### config.mk
export PLATFORM = sky130hd
export DESIGN_NAME = controller_frame_conditioner
export DESIGN_NICKNAME = d
export VERILOG_FILES = /design/src/hw/rtl/fcond_pkg.sv /design/src/hw/rtl/fcond_stick.sv /design/src/hw/rtl/fcond_motion.sv /design/src/hw/rtl/fcond_idle.sv /design/src/hw/rtl/controller_frame_conditioner.sv
export SDC_FILE = /design/constraint.sdc
export NUM_CORES = 2
export LEC_CHECK = 0
export BUFFER_PORTS_ARGS = -buffer_cell sky130_fd_sc_hd__clkbuf_2
export CAP_MARGIN = 40
export CORE_MARGIN = 8
export CORE_UTILIZATION = 55
export CTS_CLUSTER_SIZE = 16
export DETAILED_ROUTE_END_ITERATION = 12
export PLACE_DENSITY = 0.82
export SETUP_SLACK_MARGIN = 0.5
export SYNTH_ARGS = -nofsm -noshare
export SYNTH_HDL_FRONTEND = slang
export SYNTH_HIERARCHICAL = 1
export SYNTH_SLANG_ARGS = --single-unit
### constraint.sdc
create_clock -name clk_i -period 12 [get_ports clk_i]
set_input_delay 1.8 -clock clk_i [delete_from_list [all_inputs] [get_ports clk_i]]
set_output_delay 1.8 -clock clk_i [all_outputs]
set_load 0.005 [all_outputs]
### src/hw/rtl/fcond_pkg.sv
// ----------------------------------------------------------------------------
// fcond_pkg
// shared types, widths and constants of the controller frame conditioner
// ----------------------------------------------------------------------------
package fcond_pkg;

  localparam int unsigned StickW   = 10;
  localparam int unsigned AccelW   = 16;
  localparam int unsigned PtrW     = 12;
  localparam int unsigned ButtonsW = 16;
  localparam int unsigned IdleW    = 18;
  localparam int unsigned LimitW   = 26;
  localparam int unsigned MarginW  = 15;
  localparam int unsigned FramesW  = 8;
  localparam int unsigned NumAxes  = 3;
  localparam int unsigned NumPtr   = 2;

  // squares of the frame-to-frame change
  localparam int unsigned AccSqW = 2 * (AccelW + 1) - 2;  // |d| < 2^16
  localparam int unsigned PtrSqW = 2 * (PtrW + 1) - 2;    // |d| < 2^12

  localparam int unsigned CfgAddrW = 3;
  localparam int unsigned CfgDataW = 26;

  // stick threshold, half scale in Q.8
  localparam logic signed [StickW-1:0] StickHalf = 10'sd128;

  // direction bit positions
  localparam int unsigned DirUp    = 0;
  localparam int unsigned DirDown  = 1;
  localparam int unsigned DirLeft  = 2;
  localparam int unsigned DirRight = 3;

  // register reset values
  localparam logic [FramesW-1:0]  StableFramesRst = 8'd10;
  localparam logic [MarginW-1:0]  StableMarginRst = 15'd133;
  localparam logic [LimitW-1:0]   AccelLimitRst   = 26'd10486;
  localparam logic [LimitW-1:0]   PtrLimitRst     = 26'd52429;
  localparam logic [IdleW-1:0]    IdleLimitRst    = 18'd216000;

  typedef enum logic [CfgAddrW-1:0] {
    CFG_STABLE_FRAMES = 3'd0,
    CFG_STABLE_MARGIN = 3'd1,
    CFG_ACCEL_LIMIT   = 3'd2,
    CFG_PTR_LIMIT     = 3'd3,
    CFG_IDLE_LIMIT    = 3'd4
  } cfg_idx_e;

  typedef struct packed {
    logic [3:0] hold;
    logic [3:0] pressed;
    logic [3:0] released;
  } stick_res_t;

  typedef struct packed {
    logic [NumAxes-1:0]             mask;
    logic [NumAxes-1:0][AccelW-1:0] latched;
    logic [NumAxes-1:0][AccSqW-1:0] acc_sq;
    logic [NumPtr-1:0][PtrSqW-1:0]  ptr_sq;
  } motion_res_t;

endpackage

### src/hw/rtl/fcond_stick.sv
// ----------------------------------------------------------------------------
// fcond_stick
// stick to direction bits, with press and release edges
// ----------------------------------------------------------------------------
module fcond_stick import fcond_pkg::*; (
  input  logic                     clk_i,
  input  logic                     rst_ni,
  input  logic                     en_i,
  input  logic                     read_ok_i,
  input  logic                     is_freestyle_i,
  input  logic signed [StickW-1:0] stick_x_i,
  input  logic signed [StickW-1:0] stick_y_i,
  output stick_res_t               res_o
);

  logic [3:0] last_q;
  logic [3:0] now_bits;

  always_comb begin
    now_bits = '0;
    if (is_freestyle_i) begin
      if (stick_x_i <= -StickHalf) begin
        now_bits[DirLeft] = 1'b1;
      end else if (stick_x_i >= StickHalf) begin
        now_bits[DirRight] = 1'b1;
      end
      if (stick_y_i <= -StickHalf) begin
        now_bits[DirDown] = 1'b1;
      end else if (stick_y_i >= StickHalf) begin
        now_bits[DirUp] = 1'b1;
      end
    end
  end

  always_comb begin
    if (read_ok_i) begin
      res_o.hold     = now_bits;
      res_o.pressed  = now_bits & ~last_q;
      res_o.released = last_q & ~now_bits;
    end else begin
      res_o.hold     = last_q;
      res_o.pressed  = '0;
      res_o.released = '0;
    end
  end

  always_ff @(posedge clk_i or negedge rst_ni) begin
    if (!rst_ni) begin
      last_q <= '0;
    end else if (en_i && read_ok_i) begin
      last_q <= now_bits;
    end
  end

endmodule

### src/hw/rtl/fcond_motion.sv
// ----------------------------------------------------------------------------
// fcond_motion
// per-axis stability tracking and squared frame-to-frame changes
// ----------------------------------------------------------------------------
module fcond_motion import fcond_pkg::*; (
  input  logic                             clk_i,
  input  logic                             rst_ni,
  input  logic                             en_i,
  input  logic [NumAxes-1:0][AccelW-1:0]   accel_i,
  input  logic [NumPtr-1:0][PtrW-1:0]      pointer_i,
  input  logic [FramesW-1:0]               stable_frames_i,
  input  logic [MarginW-1:0]               stable_margin_i,
  output motion_res_t                      res_o
);

  logic [FramesW-1:0]       calm_q    [NumAxes];
  logic [FramesW-1:0]       calm_d    [NumAxes];
  logic [AccelW-1:0]        latched_q [NumAxes];
  logic [AccelW-1:0]        prev_acc_q[NumAxes];
  logic [PtrW-1:0]          prev_ptr_q[NumPtr];

  logic signed [AccelW:0]   acc_diff  [NumAxes];
  logic signed [2*AccelW+1:0] acc_prod[NumAxes];
  logic signed [PtrW:0]     ptr_diff  [NumPtr];
  logic signed [2*PtrW+1:0] ptr_prod  [NumPtr];
  logic [FramesW:0]         calm_inc  [NumAxes];

  always_comb begin
    for (int i = 0; i < NumAxes; i++) begin
      acc_diff[i] = $signed({accel_i[i][AccelW-1], accel_i[i]})
                  - $signed({prev_acc_q[i][AccelW-1], prev_acc_q[i]});
      acc_prod[i] = acc_diff[i] * acc_diff[i];
      res_o.acc_sq[i] = acc_prod[i][AccSqW-1:0];
      calm_inc[i] = {1'b0, calm_q[i]} + 1'b1;
      res_o.mask[i]    = 1'b0;
      res_o.latched[i] = latched_q[i];
      if (acc_diff[i] < $signed({2'b00, stable_margin_i})) begin
        if (calm_inc[i] >= {1'b0, stable_frames_i}) begin
          calm_d[i]        = stable_frames_i;
          res_o.mask[i]    = 1'b1;
          res_o.latched[i] = accel_i[i];
        end else begin
          calm_d[i] = calm_inc[i][FramesW-1:0];
        end
      end else begin
        calm_d[i] = '0;
      end
    end
    for (int j = 0; j < NumPtr; j++) begin
      ptr_diff[j] = $signed({pointer_i[j][PtrW-1], pointer_i[j]})
                  - $signed({prev_ptr_q[j][PtrW-1], prev_ptr_q[j]});
      ptr_prod[j] = ptr_diff[j] * ptr_diff[j];
      res_o.ptr_sq[j] = ptr_prod[j][PtrSqW-1:0];
    end
  end

  always_ff @(posedge clk_i or negedge rst_ni) begin
    if (!rst_ni) begin
      for (int i = 0; i < NumAxes; i++) begin
        calm_q[i]     <= '0;
        latched_q[i]  <= '0;
        prev_acc_q[i] <= '0;
      end
      for (int j = 0; j < NumPtr; j++) begin
        prev_ptr_q[j] <= '0;
      end
    end else if (en_i) begin
      for (int i = 0; i < NumAxes; i++) begin
        calm_q[i]     <= calm_d[i];
        latched_q[i]  <= res_o.latched[i];
        prev_acc_q[i] <= accel_i[i];
      end
      for (int j = 0; j < NumPtr; j++) begin
        prev_ptr_q[j] <= pointer_i[j];
      end
    end
  end

endmodule

### src/hw/rtl/fcond_idle.sv
// ----------------------------------------------------------------------------
// fcond_idle
// activity decision and saturating idle frame counter
// ----------------------------------------------------------------------------
module fcond_idle import fcond_pkg::*; (
  input  logic                             clk_i,
  input  logic                             rst_ni,
  input  logic                             en_i,
  input  logic                             busy_i,
  input  logic [NumAxes-1:0][AccSqW-1:0]   acc_sq_i,
  input  logic [NumPtr-1:0][PtrSqW-1:0]    ptr_sq_i,
  input  logic [LimitW-1:0]                accel_limit_i,
  input  logic [LimitW-1:0]                ptr_limit_i,
  input  logic [IdleW-1:0]                 idle_limit_i,
  output logic [IdleW-1:0]                 idle_count_o
);

  localparam int unsigned AccSumW = AccSqW + 2;
  localparam int unsigned PtrSumW = PtrSqW + 2;

  logic [AccSumW-1:0] acc_sum;
  logic [PtrSumW-1:0] ptr_sum;
  logic               active;
  logic [IdleW-1:0]   idle_q;
  logic [IdleW-1:0]   idle_d;

  always_comb begin
    acc_sum = AccSumW'(acc_sq_i[0]) + AccSumW'(acc_sq_i[1]) + AccSumW'(acc_sq_i[2]);
    ptr_sum = PtrSumW'(ptr_sq_i[0]) + PtrSumW'(ptr_sq_i[1]);
    active  = busy_i
           || (acc_sum > AccSumW'(accel_limit_i))
           || (ptr_sum > PtrSumW'(ptr_limit_i));
    if (active) begin
      idle_d = '0;
    end else if (idle_q < idle_limit_i) begin
      idle_d = idle_q + 1'b1;
    end else begin
      idle_d = idle_q;
    end
  end

  always_ff @(posedge clk_i or negedge rst_ni) begin
    if (!rst_ni) begin
      idle_q <= '0;
    end else if (en_i) begin
      idle_q <= idle_d;
    end
  end

  // holds the count of the item in the result register
  assign idle_count_o = idle_q;

endmodule

### src/hw/rtl/controller_frame_conditioner.sv
// ----------------------------------------------------------------------------
// controller_frame_conditioner
// per-frame stick decoding, accel stability latch and idle frame counting
// ----------------------------------------------------------------------------
//
//  channel   | direction | handshake             | payload
//  ----------+-----------+-----------------------+------------------------------
//  s_axis    | in        | tvalid / tready       | tdata 112b, tuser 2b flags
//  m_axis    | out       | tvalid / tready       | tdata 88b
//  cfg       | in        | cfg_we_i, no wait     | cfg_addr_i, cfg_wdata_i
//
//  one frame per cycle sustained while m_axis_tready is high; a frame passes
//  the input register, compute register and result register on its way out
//  the squares of the accel and pointer changes are registered in the compute
//  stage so the sum and limit compare sit in the result stage of their own
//  each stage has its own valid bit, so a stalled result only blocks the input
//  once every stage behind it is full
//  reset clears all history, the idle counter and the config registers
//  to their defaults; no clearing pass
//
module controller_frame_conditioner import fcond_pkg::*; (
  input  logic                clk_i,
  input  logic                rst_ni,
  // input frames
  input  logic                s_axis_tvalid,
  output logic                s_axis_tready,
  // stick_x, stick_y, accel_x, accel_y, accel_z, pointer_x, pointer_y,
  // buttons_held, 4 zero bits
  input  logic [111:0]        s_axis_tdata,
  // read_ok, is_freestyle
  input  logic [1:0]          s_axis_tuser,
  // results
  output logic                m_axis_tvalid,
  input  logic                m_axis_tready,
  // stick_hold, stick_press, stick_release, stable_mask, stable_accel_x,
  // stable_accel_y, stable_accel_z, idle_frames, 7 zero bits
  output logic [87:0]         m_axis_tdata,
  // register writes
  input  logic                cfg_we_i,
  input  logic [CfgAddrW-1:0] cfg_addr_i,
  input  logic [CfgDataW-1:0] cfg_wdata_i
);

  // --------------------------------------------------------------------------
  // config registers
  // --------------------------------------------------------------------------
  logic [FramesW-1:0] stable_frames_q;
  logic [MarginW-1:0] stable_margin_q;
  logic [LimitW-1:0]  accel_limit_q;
  logic [LimitW-1:0]  ptr_limit_q;
  logic [IdleW-1:0]   idle_limit_q;

  always_ff @(posedge clk_i or negedge rst_ni) begin
    if (!rst_ni) begin
      stable_frames_q <= StableFramesRst;
      stable_margin_q <= StableMarginRst;
      accel_limit_q   <= AccelLimitRst;
      ptr_limit_q     <= PtrLimitRst;
      idle_limit_q    <= IdleLimitRst;
    end else if (cfg_we_i) begin
      unique case (cfg_addr_i)
        CFG_STABLE_FRAMES: stable_frames_q <= cfg_wdata_i[FramesW-1:0];
        CFG_STABLE_MARGIN: stable_margin_q <= cfg_wdata_i[MarginW-1:0];
        CFG_ACCEL_LIMIT:   accel_limit_q   <= cfg_wdata_i[LimitW-1:0];
        CFG_PTR_LIMIT:     ptr_limit_q     <= cfg_wdata_i[LimitW-1:0];
        CFG_IDLE_LIMIT:    idle_limit_q    <= cfg_wdata_i[IdleW-1:0];
        default: ;  // unmapped index, write dropped
      endcase
    end
  end

  // --------------------------------------------------------------------------
  // stage control: each stage moves when it is empty or the next one moves
  // --------------------------------------------------------------------------
  logic in_vld_q, mid_vld_q, out_vld_q;
  logic in_rdy, mid_rdy, out_rdy;
  logic in_load, mid_load, out_load;

  assign out_rdy  = !out_vld_q || m_axis_tready;
  assign mid_rdy  = !mid_vld_q || out_rdy;
  assign in_rdy   = !in_vld_q  || mid_rdy;

  assign in_load  = s_axis_tvalid && in_rdy;
  assign mid_load = in_vld_q && mid_rdy;   // frame processed, history updated
  assign out_load = mid_vld_q && out_rdy;  // idle counter updated

  assign s_axis_tready = in_rdy;
  assign m_axis_tvalid = out_vld_q;

  always_ff @(posedge clk_i or negedge rst_ni) begin
    if (!rst_ni) begin
      in_vld_q  <= 1'b0;
      mid_vld_q <= 1'b0;
      out_vld_q <= 1'b0;
    end else begin
      if (in_rdy)  in_vld_q  <= s_axis_tvalid;
      if (mid_rdy) mid_vld_q <= in_vld_q;
      if (out_rdy) out_vld_q <= mid_vld_q;
    end
  end

  // --------------------------------------------------------------------------
  // input register
  // --------------------------------------------------------------------------
  logic                             read_ok_q;
  logic                             is_freestyle_q;
  logic signed [StickW-1:0]         stick_x_q;
  logic signed [StickW-1:0]         stick_y_q;
  logic [NumAxes-1:0][AccelW-1:0]   accel_q;
  logic [NumPtr-1:0][PtrW-1:0]      pointer_q;
  logic [ButtonsW-1:0]              buttons_q;

  always_ff @(posedge clk_i) begin
    if (in_load) begin
      read_ok_q      <= s_axis_tuser[0];
      is_freestyle_q <= s_axis_tuser[1];
      stick_x_q      <= $signed(s_axis_tdata[9:0]);
      stick_y_q      <= $signed(s_axis_tdata[19:10]);
      accel_q[0]     <= s_axis_tdata[35:20];
      accel_q[1]     <= s_axis_tdata[51:36];
      accel_q[2]     <= s_axis_tdata[67:52];
      pointer_q[0]   <= s_axis_tdata[79:68];
      pointer_q[1]   <= s_axis_tdata[91:80];
      buttons_q      <= s_axis_tdata[107:92];
    end
  end

  // --------------------------------------------------------------------------
  // compute stage: stick decode, stability, squared changes
  // --------------------------------------------------------------------------
  stick_res_t  stick_res;
  motion_res_t motion_res;

  fcond_stick u_stick (
    .clk_i          (clk_i),
    .rst_ni         (rst_ni),
    .en_i           (mid_load),
    .read_ok_i      (read_ok_q),
    .is_freestyle_i (is_freestyle_q),
    .stick_x_i      (stick_x_q),
    .stick_y_i      (stick_y_q),
    .res_o          (stick_res)
  );

  fcond_motion u_motion (
    .clk_i           (clk_i),
    .rst_ni          (rst_ni),
    .en_i            (mid_load),
    .accel_i         (accel_q),
    .pointer_i       (pointer_q),
    .stable_frames_i (stable_frames_q),
    .stable_margin_i (stable_margin_q),
    .res_o           (motion_res)
  );

  stick_res_t  mid_stick_q;
  motion_res_t mid_motion_q;
  logic        mid_busy_q;   // button held or a stick direction held

  always_ff @(posedge clk_i) begin
    if (mid_load) begin
      mid_stick_q  <= stick_res;
      mid_motion_q <= motion_res;
      mid_busy_q   <= (buttons_q != '0) || (stick_res.hold != '0);
    end
  end

  // --------------------------------------------------------------------------
  // result stage: activity compare and idle counter
  // --------------------------------------------------------------------------
  logic [IdleW-1:0] idle_count;

  fcond_idle u_idle (
    .clk_i         (clk_i),
    .rst_ni        (rst_ni),
    .en_i          (out_load),
    .busy_i        (mid_busy_q),
    .acc_sq_i      (mid_motion_q.acc_sq),
    .ptr_sq_i      (mid_motion_q.ptr_sq),
    .accel_limit_i (accel_limit_q),
    .ptr_limit_i   (ptr_limit_q),
    .idle_limit_i  (idle_limit_q),
    .idle_count_o  (idle_count)
  );

  stick_res_t                     out_stick_q;
  logic [NumAxes-1:0]             out_mask_q;
  logic [NumAxes-1:0][AccelW-1:0] out_latched_q;

  always_ff @(posedge clk_i) begin
    if (out_load) begin
      out_stick_q   <= mid_stick_q;
      out_mask_q    <= mid_motion_q.mask;
      out_latched_q <= mid_motion_q.latched;
    end
  end

  // idle_count only moves when the result register loads
  assign m_axis_tdata = {7'b0, idle_count,
                         out_latched_q[2], out_latched_q[1], out_latched_q[0],
                         out_mask_q, out_stick_q.released, out_stick_q.pressed,
                         out_stick_q.hold};

endmodule

# Word level (Yosys, flattened, before mapping)
# Index checks and enable logic that the tools add are counted.
# W data, S select, Z words.
[word_totals] out_inout_bits=90 regBits=643
[op_classes] mul=5 addsub=12 n_bitwise=4 magnitude_cmp=13 mux=25 n_reduce_logical=23 n_eq_ne=4
[ops] cell="$mul A17 B17 Y32" n=3
[ops] cell="$mux W16" n=6
[ops] cell="$lt A17 B16 Y1" n=3
[ops] cell="$sub A16 B16 Y17" n=3
[ops] cell="$mul A13 B13 Y24" n=2
[ops] cell="$mux W8" n=6
[ops] cell="$mux W18" n=2
[ops] cell="$add A34 B32 Y34" n=1
[ops] cell="$gt A34 B26 Y1" n=1
[ops] cell="$add A32 B32 Y33" n=1
[ops] cell="$add A8 B1 Y9 const B" n=3
[ops] cell="$ge A9 B8 Y1" n=3
[ops] cell="$gt A26 B26 Y1" n=1
[ops] cell="$sub A12 B12 Y13" n=2
[ops] cell="$add A24 B24 Y25" n=1
[ops] cell="$ge A10 B9 Y1 const B" n=2
[ops] cell="$le A10 B8 Y1 const B" n=2
[ops] cell="$add A18 B1 Y18 const B" n=1
[ops] cell="$lt A18 B18 Y1" n=1
[ops] cell="$reduce_bool A16 Y1" n=1
[ops] cell="$mux W12" n=1
[ops] cell="$reduce_and A2 Y1" n=6
[ops] cell="$mux W1" n=9
[ops] cell="$and A4 B4 Y4" n=2
[ops] cell="other kinds (11)" n=23

# Depth between registers and ports, before layout
[depth] ltp_word=9 depth_mapped=36 depth_no_buf=34

# Cells and area by module
# Netlist, hierarchy kept.
[modules_own_cells] mod="fcond_motion" area_each_um2=49556.3 seq_area_each_um2=3603.5 instances=1 cells_per_inst=5467
[modules_own_cells] mod="controller_frame_conditioner" area_each_um2=15396.0 seq_area_each_um2=13880.8 instances=1 cells_per_inst=608
[modules_own_cells] mod="fcond_idle" area_each_um2=6333.6 seq_area_each_um2=450.4 instances=1 cells_per_inst=805
[modules_own_cells] mod="fcond_stick" area_each_um2=375.4 seq_area_each_um2=100.1 instances=1 cells_per_inst=45

# Worst setup path before layout
# No wires, ideal clock.
[synth_timing] path_kind="input -> register" from="input port m_axis_tready" to="register u_motion/latched_q[38] in the netlist's numbering" cell_stages=8 setup_ps=125 arrival_time_ps=8298 required_ps=11875 setup_slack_ps=3578 path_cell_list="nand3b_1 > and2_1 > clkbuf_1 > inv_1 > clkbuf_1 > nor3_4 > buf_4 > mux2_2"
[synth_via] elab_chain_len=3
[synth_lines] element="start: declaration" line="controller_frame_conditioner.sv:34" source="input logic m_axis_tready,"
[synth_lines] element="$logic_or A1 B1 Y1" line="controller_frame_conditioner.sv:79" source="assign out_rdy = !out_vld_q || m_axis_tready;"
[synth_lines] element="$logic_or A1 B1 Y1" line="controller_frame_conditioner.sv:80" source="assign mid_rdy = !mid_vld_q || out_rdy;"
[synth_lines] element="$logic_and A1 B1 Y1" line="controller_frame_conditioner.sv:84" source="assign mid_load = in_vld_q && mid_rdy;"
[synth_lines] element="named net mid_load" line="controller_frame_conditioner.sv:77" source="logic in_load, mid_load, out_load;"
[synth_lines] element="end signal: indexed assignment" line="fcond_motion.sv:70" source="latched_q[i] <= res_o.latched[i];"
[synth_lines] element="end: declaration" line="fcond_motion.sv:18" source="logic [AccelW-1:0] latched_q [NumAxes];"
# The timed path passes the listed nets, and every way through them passes these cells.
# A chain may end at the register's enable or synchronous reset.

==> flow_summary_export.csv <==
group,metric,value,unit
run_status,status,"completed",
timing,report.final.hold_viol_count,0,
synth,number_of_distinct_library_cells_after_synthesis,112,
placed_design,dp_hpwl,141700,um
placed_design,dpl_worst_slack,2378,ps
placed_design,io_buffers,226,
finish,layout-drive-gt1-share,9.555,%
setup_path,critPathMaxFanout,14,
global_route,vias_in_the_first_global_route,54762,
setup_path,crit_top_cell,"fa_1",
synth,ys_seq_elements,643,
setup_path,worst_path_max_delay_cell,"xor2_1",
finish,finish.instance_area,77450,um2
synth,synth-compound-area-share,7.967,%
setup_path,number_of_stages_on_the_worst_setup_path,29,
timing,min_period_over_period,82.43,%
global_route,antenna_found_initial,12,
floorplan,start_util,55.34,%
routing,routed-via-count,50731,
synth,synth-xor-area-share,3.586,%
routing,drc,0,
finish,syn2layout_area_growth,8.077,%
clock_network,cts_setup_buffers,0,
hold_path,worstHoldStart,"mid_motion_q[184]",
setup_path,cp_data_required_time,12420,ps
routing,route.detailed.vias_per_inst,5.663,
synth,synth-async-reset-ratio,40.75,%
clock_network,cts_max_path_buffers,3,
routing,route.final.wire_length,177900,um
setup_path,worstSetupStartpointType,"flop",
synth,synth_simple_gate_area_share,9.465,%
synth,synthAdderAreaFrac,41.10,%
setup_path,ff2ff_setup_slack,2110,ps
synth,synth_warnings,6,
clock_network,tritoncts.num_buffers,72,
floorplan,design.portCount,238,
timing,timing_max_transition_violations_final,0,
timing,worst_slew_margin_rel,33.48,%
clock_network,cts_max_level,3,
setup_path,endpoint_of_the_lowest_slack_register_to_register_path,"mid_motion_q[79]",
hold_path,hold_depth,0,
floorplan,rows,132,
setup_path,critical_path_buf_inv_count,4,
clock_network,clk_pin_slew_worst_paths,60,ps
setup_path,cp_slowest_stage_delay,580,ps
setup_path,regToRegStartpoint,"accel_q[0]",
global_route,global_route.usage.total,25.31,%
timing,maxClockFrequency,0.1011,GHz
finish,multi_input_comb_area,47060,um2
setup_path,nature_of_the_critical_path_endpoint,"flop",
synth,multiplexer_share_of_the_synthesized_area,3.440,%
timing,setup_repair_after_global_routing_missed_its_margin,"no",
finish,fin_nets,9005,
routing,drtIter0Drc,3877,
floorplan,die_w,377.0,um
setup_path,cp.arrival,10310,ps
routing,drt-pass1-iter-count,6,
placed_design,gp_congestion,0.9434,
timing,final.min_clock_period,9891,ps
clock_network,insertion_delay,670,ps
clock_network,numClockSinks,643,
floorplan,fp.dieArea,142100,um2
timing,report.final.setup_viol,0,
hold_path,hp-class,"reg -> reg",
synth,synth-seq-area-share,25.17,%
setup_path,worstSetupPathType,"reg -> reg",
finish,fillers,10259,
timing,timing.final.ws_setup,2109,ps
timing,skew,30.85,ps
global_route,largest_net_degree_at_the_start_of_global_routing,156,
floorplan,die_height,377.0,um
synth,synth_area,71660,um2
setup_path,cp_top_family,"adder cells",
routing,drt.antenna.violating_nets,0,
global_route,grt_first_pass_wirelength,287300,um
synth,number_of_synthesized_flops_with_an_enable_pin,381,
clock_network,postCtsResizedCells,0,
clock_network,cts_tree,"yes",
timing,worst-slew-pin-transition,994.2,ps
routing,post_drt_wl_per_cell,19.86,um
synth,largest_family_of_logic_cells_by_synthesized_area,"adder cells",
clock_network,holdBufCountCts,0,
setup_path,worst_r2r_path_depth,29,
timing,fin_setup_tns,0,ps
finish,final-seq-area,18030,um2
placed_design,placement.cell_area,74970,um2
synth,syn_inst,6925,
hold_path,whs_endpoint,"m_axis_tdata[55]",
finish,final_common_cell,"inv_1",
job,max_cap_violations,0,
finish,final_cell_mix,"inv_1 (1528), fa_1 (1080), ha_1 (626), nor2_1 (539), nand2_1 (501)",
clock_network,clock-root-buffer,"clkbuf_16",
synth,postSynthAreaPerCell,10.35,um2
synth,synth-main-ff-cell,"edfxtp_1",
global_route,grt.overflow.total,0,
floorplan,design.core.area,129500,um2
area by class of cell:
class | count | share of cell area, %
clock inverter | 40 | 0.5703
clock buffer | 94 | 2.591
timing repair buffer | 305 | 2.443
sequential | 643 | 23.29
inverter | 1550 | 7.512
antenna | 5 | 0.01616
multi-input combinational | 4579 | 60.77
tap | 1742 | 2.814
sequential cells by signal (all words and copies together), names as in the netlist, 12 cells and up:
| signal | count |
|---|---|
| accel_limit_q | 26 |
| accel_q | 48 |
| buttons_q | 16 |
| idle_limit_q | 18 |
| m_axis_tdata | 60 |
| mid_motion_q | 195 |
| mid_stick_q | 12 |
| pointer_q | 24 |
| ptr_limit_q | 26 |
| stable_margin_q | 15 |
| u_idle/idle_count_o | 18 |
| u_motion/calm_q | 24 |
| u_motion/latched_q | 48 |
| u_motion/prev_acc_q | 48 |
| u_motion/prev_ptr_q | 24 |
cell families (layout without fill, tap and decap cells):
group / Yosys count / after routing
adder cells (fa/ha/maj): 1706 / 1706
other: 2 / 18
XOR/XNOR: 291 / 291
flip-flops: 643 / 643
buffers and inverters: 1714 / 1989
multiplexers: 203 / 203
AND/OR/NAND/NOR: 1497 / 1497
AO/OA/AOI/OAI: 869 / 869
worst register-to-register path: cells and delay by family (launching register included):
| kind | cells | cell delay [ps] |
|---|---|---|
| fa+ha+maj | 9 | 3980 |
| compound gates | 11 | 2920 |
| simple gates | 3 | 830 |
| xor+xnor | 2 | 810 |
| buf+inv | 4 | 720 |
| flops | 1 | 400 |
Yosys cell counts, types with 28 or more instances:
master       n  share of area, %
a211oi_1    31              0.32
a21o_1      96               1.0
a21oi_1    200               1.4
and2_1      36              0.31
and3_1      30              0.26
clkbuf_1   119              0.62
dfrtp_1    232               8.1
dfstp_2     30               1.1
edfxtp_1   381                16
fa_1      1080                30
ha_1       626                11
inv_1     1528               8.0
mux2_1      39              0.61
mux2_2     107               1.7
mux2_4      50               1.0
nand2_1    501               2.6
nand2b_1    46              0.40
nand3_1     94              0.66
nand4_1     32              0.28
nor2_1     539               2.8
nor2b_1     28              0.24
nor3_1      77              0.54
o21a_1      60              0.63
o21ai_0    198               1.4
xnor2_1    217               2.7
xor2_1      72              0.88
through the flow:
step	hold WS (ps)	cells	util (%)
after floorplan	400.3	6936	-
after CTS	414.4	8952	59.79
after detailed placement	405.2	8818	57.90
final	411.8	8958	59.81
after global placement	401.4	8801	57.70
after global routing	417.6	8955	59.81
how the worst max path moves through the flow:
stage	end	from
global route	mid_motion_q[79]	accel_q[0]
CTS	mid_motion_q[79]	accel_q[0]
finish	mid_motion_q[79]	accel_q[0]
floorplan	u_motion/latched_q[38]	m_axis_tready
detailed placement	mid_motion_q[79]	accel_q[0]
global placement	mid_motion_q[79]	accel_q[0]
layer usage:
metal  up-vias  global-route usage [%]  wire length, um  part of all wire (%)
met4        10                   9.194             7006                   3.9
li1      22529                       -                -                     -
met5         -                       0               64                 0.036
met2      2049                   43.48            88090                    50
met1     25628                   31.90            68810                    39
met3       515                   4.981            13900                   7.8
Power is not shown: default switching activity piles up to over one toggle a cycle in this logic, so the estimate is an artifact.
